==> src/swt_pkg.sv <==
package swt_pkg;
    localparam int NumProc = 16;
    localparam int PidW = $clog2(NumProc);
    localparam int DescW = $clog2(NumProc);
    localparam int KeyBits = 32;
    localparam int KeyInW = 32;

    typedef logic [1:0] t_req;
    typedef logic [1:0] t_status;

    localparam t_req REQ_BLOCK = 2'd0;
    localparam t_req REQ_UNBLOCK = 2'd1;
    localparam t_req REQ_REMOVE = 2'd2;
    localparam t_req REQ_PEEK = 2'd3;

    localparam t_status ST_OK = 2'd0;
    localparam t_status ST_FULL = 2'd1;
    localparam t_status ST_NONE = 2'd2;
    localparam t_status ST_DUP = 2'd3;
endpackage

==> src/semaphore_wait_table_top.sv <==
// Sequential semaphore wait table: one request at a time, o_stall high while busy.
// Block, unblock and peek search all NumProc descriptors, one compared per cycle, then
// act; a remove walks its queue one link per cycle; a repeated block or a remove of
// an idle process goes straight to the result. A new request is accepted only after
// the result is taken; output stalls hold the result.
// Reset (synchronous, active low) clears control, used and blocked bits only.
module semaphore_wait_table_top (
    input  logic                       i_clk,
    input  logic                       i_rst_n,
    input  logic                       i_valid,
    output logic                       o_stall,
    input  swt_pkg::t_req              i_req_type,
    input  logic [swt_pkg::KeyInW-1:0] i_sem_key,
    input  logic [swt_pkg::PidW-1:0]   i_proc_id,
    output logic                       o_valid,
    input  logic                       i_stall,
    output swt_pkg::t_status           o_status,
    output logic [swt_pkg::PidW-1:0]   o_out_proc
);
    import swt_pkg::*;

    localparam logic [2:0] S_IDLE = 3'd0;
    localparam logic [2:0] S_SRCH = 3'd1;
    localparam logic [2:0] S_ACT  = 3'd2;
    localparam logic [2:0] S_WALK = 3'd3;
    localparam logic [2:0] S_DONE = 3'd4;

    // tables
    logic [KeyBits-1:0] r_key [NumProc];
    logic [NumProc-1:0] r_used;
    logic [PidW-1:0]    r_head [NumProc];
    logic [PidW-1:0]    r_tail [NumProc];
    logic [PidW-1:0]    r_link [NumProc];
    logic [NumProc-1:0] r_blk;
    logic [DescW-1:0]   r_pdesc [NumProc];

    logic [2:0]         r_state;
    t_req               r_req;
    logic [KeyBits-1:0] r_k;
    logic [PidW-1:0]    r_p;
    logic [DescW:0]     r_idx;     // search / walk counter
    logic               r_hit;
    logic [DescW-1:0]   r_d;
    logic               r_free_ok;
    logic [DescW-1:0]   r_free;
    logic [PidW-1:0]    r_cur;
    logic [PidW-1:0]    r_prev;
    logic               r_has_prev;
    logic               r_ovalid;
    t_status            r_st;
    logic [PidW-1:0]    r_op;

    logic [DescW-1:0] w_i;
    assign w_i = r_idx[DescW-1:0];

    assign o_stall    = (r_state != S_IDLE);
    assign o_valid    = r_ovalid;
    assign o_status   = r_st;
    assign o_out_proc = r_op;

    always_ff @(posedge i_clk) begin
        if (!i_rst_n) begin
            r_state  <= S_IDLE;
            r_used   <= '0;
            r_blk    <= '0;
            r_ovalid <= 1'b0;
        end else begin
            case (r_state)
                S_IDLE: begin
                    if (i_valid) begin
                        r_req      <= i_req_type;
                        r_k        <= i_sem_key[KeyBits-1:0];
                        r_p        <= i_proc_id;
                        r_idx      <= '0;
                        r_hit      <= 1'b0;
                        r_free_ok  <= 1'b0;
                        r_has_prev <= 1'b0;
                        if (i_req_type == REQ_BLOCK && r_blk[i_proc_id]) begin
                            r_st    <= ST_DUP;
                            r_op    <= '0;
                            r_state <= S_DONE;
                        end else if (i_req_type == REQ_REMOVE) begin
                            if (!r_blk[i_proc_id] || !r_used[r_pdesc[i_proc_id]]) begin
                                r_st    <= ST_NONE;
                                r_op    <= '0;
                                r_state <= S_DONE;
                            end else begin
                                r_d     <= r_pdesc[i_proc_id];
                                r_cur   <= r_head[r_pdesc[i_proc_id]];
                                r_state <= S_WALK;
                            end
                        end else begin
                            r_state <= S_SRCH;
                        end
                    end
                end
                // one descriptor compared per cycle
                S_SRCH: begin
                    if (!r_hit && r_used[w_i] && r_key[w_i] == r_k) begin
                        r_hit <= 1'b1;
                        r_d   <= w_i;
                    end
                    if (!r_free_ok && !r_used[w_i]) begin
                        r_free_ok <= 1'b1;
                        r_free    <= w_i;
                    end
                    r_idx <= r_idx + (DescW+1)'(1);
                    if (r_idx == (DescW+1)'(NumProc-1)) r_state <= S_ACT;
                end
                S_ACT: begin
                    r_state <= S_DONE;
                    case (r_req)
                        REQ_BLOCK: begin
                            if (r_hit) begin
                                r_link[r_tail[r_d]] <= r_p;
                                r_tail[r_d]         <= r_p;
                                r_pdesc[r_p]        <= r_d;
                                r_blk[r_p]          <= 1'b1;
                                r_st                <= ST_OK;
                                r_op                <= r_p;
                            end else if (r_free_ok) begin
                                r_used[r_free] <= 1'b1;
                                r_key[r_free]  <= r_k;
                                r_head[r_free] <= r_p;
                                r_tail[r_free] <= r_p;
                                r_pdesc[r_p]   <= r_free;
                                r_blk[r_p]     <= 1'b1;
                                r_st           <= ST_OK;
                                r_op           <= r_p;
                            end else begin
                                r_st <= ST_FULL;
                                r_op <= '0;
                            end
                        end
                        REQ_UNBLOCK: begin
                            if (!r_hit) begin
                                r_st <= ST_NONE;
                                r_op <= '0;
                            end else begin
                                if (r_head[r_d] == r_tail[r_d]) r_used[r_d] <= 1'b0;
                                else r_head[r_d] <= r_link[r_head[r_d]];
                                r_blk[r_head[r_d]] <= 1'b0;
                                r_st <= ST_OK;
                                r_op <= r_head[r_d];
                            end
                        end
                        default: begin
                            if (!r_hit) begin
                                r_st <= ST_NONE;
                                r_op <= '0;
                            end else begin
                                r_st <= ST_OK;
                                r_op <= r_head[r_d];
                            end
                        end
                    endcase
                end
                // remove: one link per cycle
                S_WALK: begin
                    if (r_cur == r_p) begin
                        if (!r_has_prev) begin
                            if (r_p == r_tail[r_d]) r_used[r_d] <= 1'b0;
                            else r_head[r_d] <= r_link[r_p];
                        end else begin
                            r_link[r_prev] <= r_link[r_p];
                            if (r_p == r_tail[r_d]) r_tail[r_d] <= r_prev;
                        end
                        r_blk[r_p] <= 1'b0;
                        r_state    <= S_DONE;
                        r_st       <= ST_OK;
                        r_op       <= r_p;
                    end else if (r_cur == r_tail[r_d] ||
                                 r_idx == (DescW+1)'(NumProc-1)) begin
                        r_state <= S_DONE;
                        r_st    <= ST_NONE;
                        r_op    <= '0;
                    end else begin
                        r_prev     <= r_cur;
                        r_has_prev <= 1'b1;
                        r_cur      <= r_link[r_cur];
                        r_idx      <= r_idx + (DescW+1)'(1);
                    end
                end
                // hold the result until taken
                S_DONE: begin
                    if (!r_ovalid) begin
                        r_ovalid <= 1'b1;
                    end else if (!i_stall) begin
                        r_ovalid <= 1'b0;
                        r_state  <= S_IDLE;
                    end
                end
                default: r_state <= S_IDLE;
            endcase
        end
    end
endmodule

==> config.mk <==
export PLATFORM = sky130hd
export DESIGN_NAME = semaphore_wait_table_top
export DESIGN_NICKNAME = d
export VERILOG_FILES = /design/src/swt_pkg.sv /design/src/semaphore_wait_table_top.sv
export SDC_FILE = /design/constraint.sdc
export NUM_CORES = 1
export LEC_CHECK = 0
export BUFFER_PORTS_ARGS = -buffer_cell sky130_fd_sc_hd__buf_2
export CAP_MARGIN = 20
export CORE_ASPECT_RATIO = 0.8
export CORE_UTILIZATION = 30
export CTS_BUF_LIST = sky130_fd_sc_hd__clkbuf_16
export DETAILED_ROUTE_END_ITERATION = 10
export HOLD_SLACK_MARGIN = 0.05
export RECOVER_POWER = 100
export REMOVE_ABC_BUFFERS = 1
export SETUP_SLACK_MARGIN = 0.1
export SYNTH_ARGS = -nofsm -noshare
export SYNTH_HDL_FRONTEND = slang
export SYNTH_SLANG_ARGS = --single-unit
==> constraint.sdc <==
create_clock -name i_clk -period 8.6 [get_ports i_clk]
set_input_delay 1.72 -clock i_clk [delete_from_list [all_inputs] [get_ports i_clk]]
set_output_delay 1.72 -clock i_clk [all_outputs]
set_load 0.05 [all_outputs]
Word level (Yosys, flattened, before mapping)

Memories as Yosys holds them, arrays and structs flattened. A register that Yosys moved wholly into a read port is not among the register bits.
Cells that the tools add are included.

Input port bits: 42
Flip-flop bits (word level): 104
Bits in latches: 0
Memory bits (read-only): 0
Memory bits (writable): 768
Memories kept: 5

Multiplexer cells: 139
Shift-type cells: 0
$mul: 0
Divide/modulo/power cells: 0
Magnitude comparators: 11
Equal/unequal tests: 35
Bitwise operators: 13
Reductions and logical operators: 40
Add/sub/neg operators: 1

Memory list:

| memory  | depth | bits a word | read ports | clocked after memory_dff | write ports | line                           | text |
|---|---|---|---|---|---|---|---|
| r_key   | 16    | 32          | 1          | 1                        | 1           | semaphore_wait_table_top.sv:29 | `logic [KeyBits-1:0] r_key [NumProc];` |
| r_head  | 16    | 4           | 2          | 1                        | 1           | semaphore_wait_table_top.sv:31 | `logic [PidW-1:0] r_head [NumProc];` |
| r_link  | 16    | 4           | 3          | 2                        | 1           | semaphore_wait_table_top.sv:33 | `logic [PidW-1:0] r_link [NumProc];` |
| r_pdesc | 16    | 4           | 1          | 0                        | 1           | semaphore_wait_table_top.sv:35 | `logic [DescW-1:0] r_pdesc [NumProc];` |
| r_tail  | 16    | 4           | 1          | 1                        | 1           | semaphore_wait_table_top.sv:32 | `logic [PidW-1:0] r_tail [NumProc];` |

Operators with widths:

| operator           | count |
|---|---|
| $mux 16            | 11 |
| $mux 4             | 35 |
| $pmux 16 s2        | 4 |
| $mux 1             | 53 |
| $and 16x16->16     | 3 |
| $not 16->16        | 3 |
| $lt 4x5->1 const B | 7 |
| $eq 32x32->1       | 1 |
| $or 16x16->16      | 2 |
| $ne 2x2->1 const B | 14 |
| $mux 3             | 9 |
| $ne 3x3->1 const B | 8 |
| $reduce_and 5->1   | 4 |
| $demux 1 s4        | 4 |
| $eq 4x4->1         | 4 |
| $ge 4x1->1 const B | 4 |
| $mux 2             | 8 |
| $pmux 4 s2         | 2 |
| $mux 5             | 3 |
| $pmux 3 s5         | 1 |
| $pmux 5 s3         | 1 |
| $bmux 1 s4         | 3 |
| $pmux 4 s3         | 1 |
| $reduce_and 4->1   | 3 |
| 25 further kinds   | 51 |

Longest topological paths before layout

An unclocked memory read counts as a cell.

Depth after elaboration: 11
Gate-level depth with buffers: 13
Depth with buffers taken out: 10

Worst setup path before layout

Ideal clock, no wire load.

Kind: input-to-reg
From: in i_rst_n
To: mem r_head[0][0] in the netlist's numbering (enable)
Required time: 8.262 ns
Data arrival time: 5.514 ns
Slack: 2.749 ns
Library setup time: 0.338 ns
Stages on the path: 7
Buffers on the path: 2
Cells stage by stage: inv_1 -> or3_1 -> buf_1 -> or3_1 -> clkbuf_1 -> nor3_1 -> o21bai_1

Word-level cells in the longest chain between the ends: 5

RTL lines:

| item                                       | line                                                             | text |
|---|---|---|
| start, declared                            | semaphore_wait_table_top.sv:9                                    | `input logic i_rst_n,` |
| $mux 1                                     | semaphore_wait_table_top.sv:62                                   | `if (!i_rst_n) begin` |
| $mux 1, on equally long branches           | semaphore_wait_table_top.sv:141, semaphore_wait_table_top.sv:163 |  |
| $or 1x1->1 (no line)                       | -                                                                |  |
| $reduce_or 4->1 (no line)                  | -                                                                |  |
| $mux 4 (no line) or $mux 1 (tied branches) | -                                                                |  |
| end, declared                              | semaphore_wait_table_top.sv:31                                   |  |

Several ways; a longest one is shown, not always the timed one.

==> results.md <==
Run status:
- The run finished, with violations left.
- The checks that failed: max-capacitance violations, max-slew violations.

Die:
- The total area inside the core boundary comes to 126,000 µm².
- Once the floorplan was initialized, standard cells occupied 30.4% of the core.
- In this run the count of I/O pins placed on the die edge is 50.
- The initialized floorplan defines 116 standard-cell rows.
- The die covers 129,000 µm².
- From bottom edge to top edge, the die measures 321 µm.
- In this run the horizontal extent of the chip is 401 µm.

Timing:
- After layout, the worst path uses 79.4% of the clock period.
- Adding up every negative setup slack in the final design gives 0 ns.
- For the pin with the worst max-slew slack, the measured transition is 3.52 ns.
- The worst slew slack as a fraction of its limit is -134%.
- The peak clock frequency supported by timing is 0.146 GHz.
- Counting I/O delays and the setup requirement, the final critical path takes 6.83 ns.
- Setup repair after global routing left no endpoint under its margin.
- Across all hold checks on the routed design, the worst slack comes to 0.517 ns.
- The final count of pins violating max slew was 632.
- The final setup violation count is 0.
- The hold violation total from the final report was 0.
- The final clock skew is 0.0601 ns.

Worst setup path:
- At the worst endpoint, the required time is 9.14 ns.
- In this run the worst path has a maximum fanout of 39.
- In this design, the stage delay of the slowest critical-path cell is 2.01 ns.
- Together, buffers and inverters on the worst path number 1.
- The type of element capturing the critical path is a register.
- In this design, the largest share of critical-path delay is due to flip-flops.
- The master of the slowest instance on the critical path is dfxtp_1.
- Traced cell by cell, the critical path runs through buf_4 > mux4_2 > nand3b_1 > o2111ai_1 > nor3b_1 > nand4b_1 > nor4b_1 > nand4_1 > a21oi_1 > mux2_2.
- The data arrival time of the critical path is 7.36 ns.
- STA classifies the critical path startpoint as a register.
- The start-to-end type of the worst setup path is reg -> reg.

Routing:
- After detailed routing, the average wire length per cell comes to 24.1 µm.
- The detailed-route wire length is 94,200 µm.
- The pre-antenna-repair detailed-routing pass consisted of 7 iterations.
- The final route contains 20.4k vias.
- The first-iteration detailed-routing DRC count is 2,247.
- After detailed routing, the number of vias per cell comes to 5.21.
- In the routed design, unresolved DRC markers number 0.
- The count of antenna-violating nets left after detailed routing is 0.

Synth:
- The sequential share of the synthesized area is 68.5%.
- In this run the mean area of a mapped cell was 17.9 µm².
- The share of synthesized cell area in full adder, half adder and majority cells is 0.0656%.
- The proportion of register bits with asynchronous set or reset after synthesis is 0%.
- The largest area contributor in the synthesized netlist is edfxtp_1.
- The count of cell types in the netlist is 78.
- The count of yosys warnings during synthesis is 0.
- The most common flop cell mapped by yosys is edfxtp_1.
- The proportion of synthesized area in mux cells is 19.2%.
- By area the synthesized netlist is led by edfxtp_1 66%, mux4_2 12%, mux2i_1 3.3%.
- The synthesized cell area is 38,200 µm².
- The number of instances in the synthesized netlist is 2,129.
- The most common cell in the synthesized netlist is edfxtp_1.
- Ranked by instance count, the synthesized netlist is headed by 836 x edfxtp_1, 195 x mux4_2, 125 x mux2i_1.
- The synthesized-area fraction occupied by ao, oa, aoi and oai cells is 4.04%.
- The register bit count reported by yosys is 888.
- Of the post-synthesis cell area, the dominant cell type holds 65.8%.
- Yosys mapped a number of flops with a built-in enable equal to 836.
- Summing the areas of all xor and xnor instances in the mapped netlist gives 1.35% of the synthesized area.
- The simple-gate portion of the synthesized area is 4.96%.
- By area, the combinational part of the netlist is dominated by multiplexers.

Global routing:
- The number of antenna violations at the first check in global routing is 2.
- Global routing used 14.4% of the available tracks across all layers.
- The pin count of the biggest net entering global routing is 85.
- The wire length of the first global-routing pass is 139,000 µm.
- The final global-route overflow total is 0.
- The number of global-route vias before repair is 20.6k.

Cells and area:
- Compared with the post-synthesis result, the final layout area differs by 12.5%.
- The count of fill cells added during filler insertion is 11.8k.
- The number of nets in the final layout is 2,231.
- The antenna diode count is 0.
- Cells with a size suffix above 1 make up 19.6% of the layout.

CTS:
- The total of cells resized after clock tree synthesis is 0.
- The CTS tree is yes.
- The clock tree synthesis step divided the H-tree into 3 levels.
- The root buffer cell chosen for the clock tree is clkbuf_16.
- The total clock sinks is 888.
- Clock-pin slew was measured on the worst setup and hold paths at 0.06 ns.
- The clock reaches the later pin of the worst-skew pair after 0.70 ns.
- The count of hold buffers inserted by post-cts repair is 0.
- Post-CTS timing repair inserted 0 buffers for setup.
- The largest buffer count on any clock path is 3.
- The CTS buffer count is 88.

Worst hold path:
- In this run the worst hold path is classified as reg -> reg.

Run:
- Across the run, the number of max-cap violations was 25.

Placement:
- Detailed placement ended at an HPWL of 56,400 µm.
- At the end of routability-driven placement, the weighted congestion stood at 0.847.
- The number of buffers inserted by port buffering is 49.

Power:
- In this run the power density over the cells is 281 nW/µm².
- IR analysis of the VDD net gives a maximum drop of 0.199 mV.
- The design draws 0.0121 W.
- Summed over all cells, the static leakage comes to 13.3 nW.
per-stage QoR:
stage	util, %	setup WS, ns	instance area [µm²]	instances
after floorplan	-	2.50	37500	2005
after global routing	34.1	1.38	42900	3912
after global placement	32.0	2.46	40200	3745
after CTS	34.3	3.03	43100	3908
final	34.1	1.77	42900	3912
after detailed placement	32.0	2.29	40200	3745
report_power, final:
part / internal (W) / leakage (nW) / total [W] / switching (W)
logic: 0.00133 / 3.90 / 0.00283 / 0.00150
clock network: 0.00211 / 1.42 / 0.00384 / 0.00173
registers: 0.00499 / 7.95 / 0.00539 / 0.000403
cell usage in the layout, fill, tap and decap left out, types with 22 or more instances in the layout:
| cell | instances |
|---|---|
| a211oi_1 | 22 |
| a21oi_1 | 44 |
| clkbuf_1 | 51 |
| clkbuf_16 | 88 |
| clkinv_1 | 24 |
| dfxtp_1 | 49 |
| edfxtp_1 | 836 |
| inv_1 | 24 |
| mux2_1 | 25 |
| mux2_2 | 48 |
| mux2i_1 | 125 |
| mux4_1 | 30 |
| mux4_2 | 195 |
| nand2_1 | 97 |
| nand2b_1 | 25 |
| nand3_1 | 23 |
| nor2_1 | 111 |
| nor2b_1 | 26 |
| nor3_1 | 26 |
| o21ai_0 | 53 |
| xnor2_1 | 38 |
cells by family after synthesis:
family	after synthesis
xor+xnor	59
compound gates	227
mux	426
fa+ha+maj	2
flops	888
simple gates	383
buf+inv	144
area by class of cell:
| type | instances | area (µm²) | area share, % |
|---|---|---|---|
| well taps | 1652 | 2070 | 4.82 |
| clock buffers | 88 | 2200 | 5.13 |
| repair buffers | 92 | 472 | 1.10 |
| clock inverters | 75 | 698 | 1.63 |
| flip-flops and latches | 888 | 26200 | 60.9 |
| multi-input cells | 1097 | 11300 | 26.2 |
| inverters | 20 | 75.1 | 0.175 |
sequential cells by signal, indices dropped and copies added (netlist names), 2 cells and up, named ones only:
signal      count
o_status        2
r_head         64
r_k            32
r_prev          4
r_free          4
o_out_proc      4
r_d             4
r_used         16
r_req           2
r_key         512
r_p             4
r_pdesc        64
r_idx           5
r_blk          16
r_state         3
r_cur           4
r_link         64
r_tail         64
tightest hold or removal path, delay by kind of cell (launching register included):
| kind | cells | cell delay, ns |
|---|---|---|
| AOI/OAI and AO/OA | 1 | 0.07 |
| and+or+nand+nor | 1 | 0.07 |
| DFF | 1 | 0.34 |
layer usage:
metal | global-route usage (%) | routed length, µm | part of all wire (%)
met5 | 0 | 0 | 0
met4 | 4.04 | 2000 | 2.1
met3 | 2.41 | 6410 | 6.8
met2 | 22.9 | 44100 | 47
met1 | 20.4 | 41700 | 44
path summary, 6_finish.rpt:
check	startpoint	to	slack, ns	depth (start not counted)
worst min-delay path	r_blk[6]	r_blk[6]	0.52	2
worst min register to register	r_blk[6]	r_blk[6]	0.52	2
worst max-delay path	register	register	1.77	10
worst max register to register	register	register	1.77	10
No activity file was read; power rests on OpenSTA's default activity.
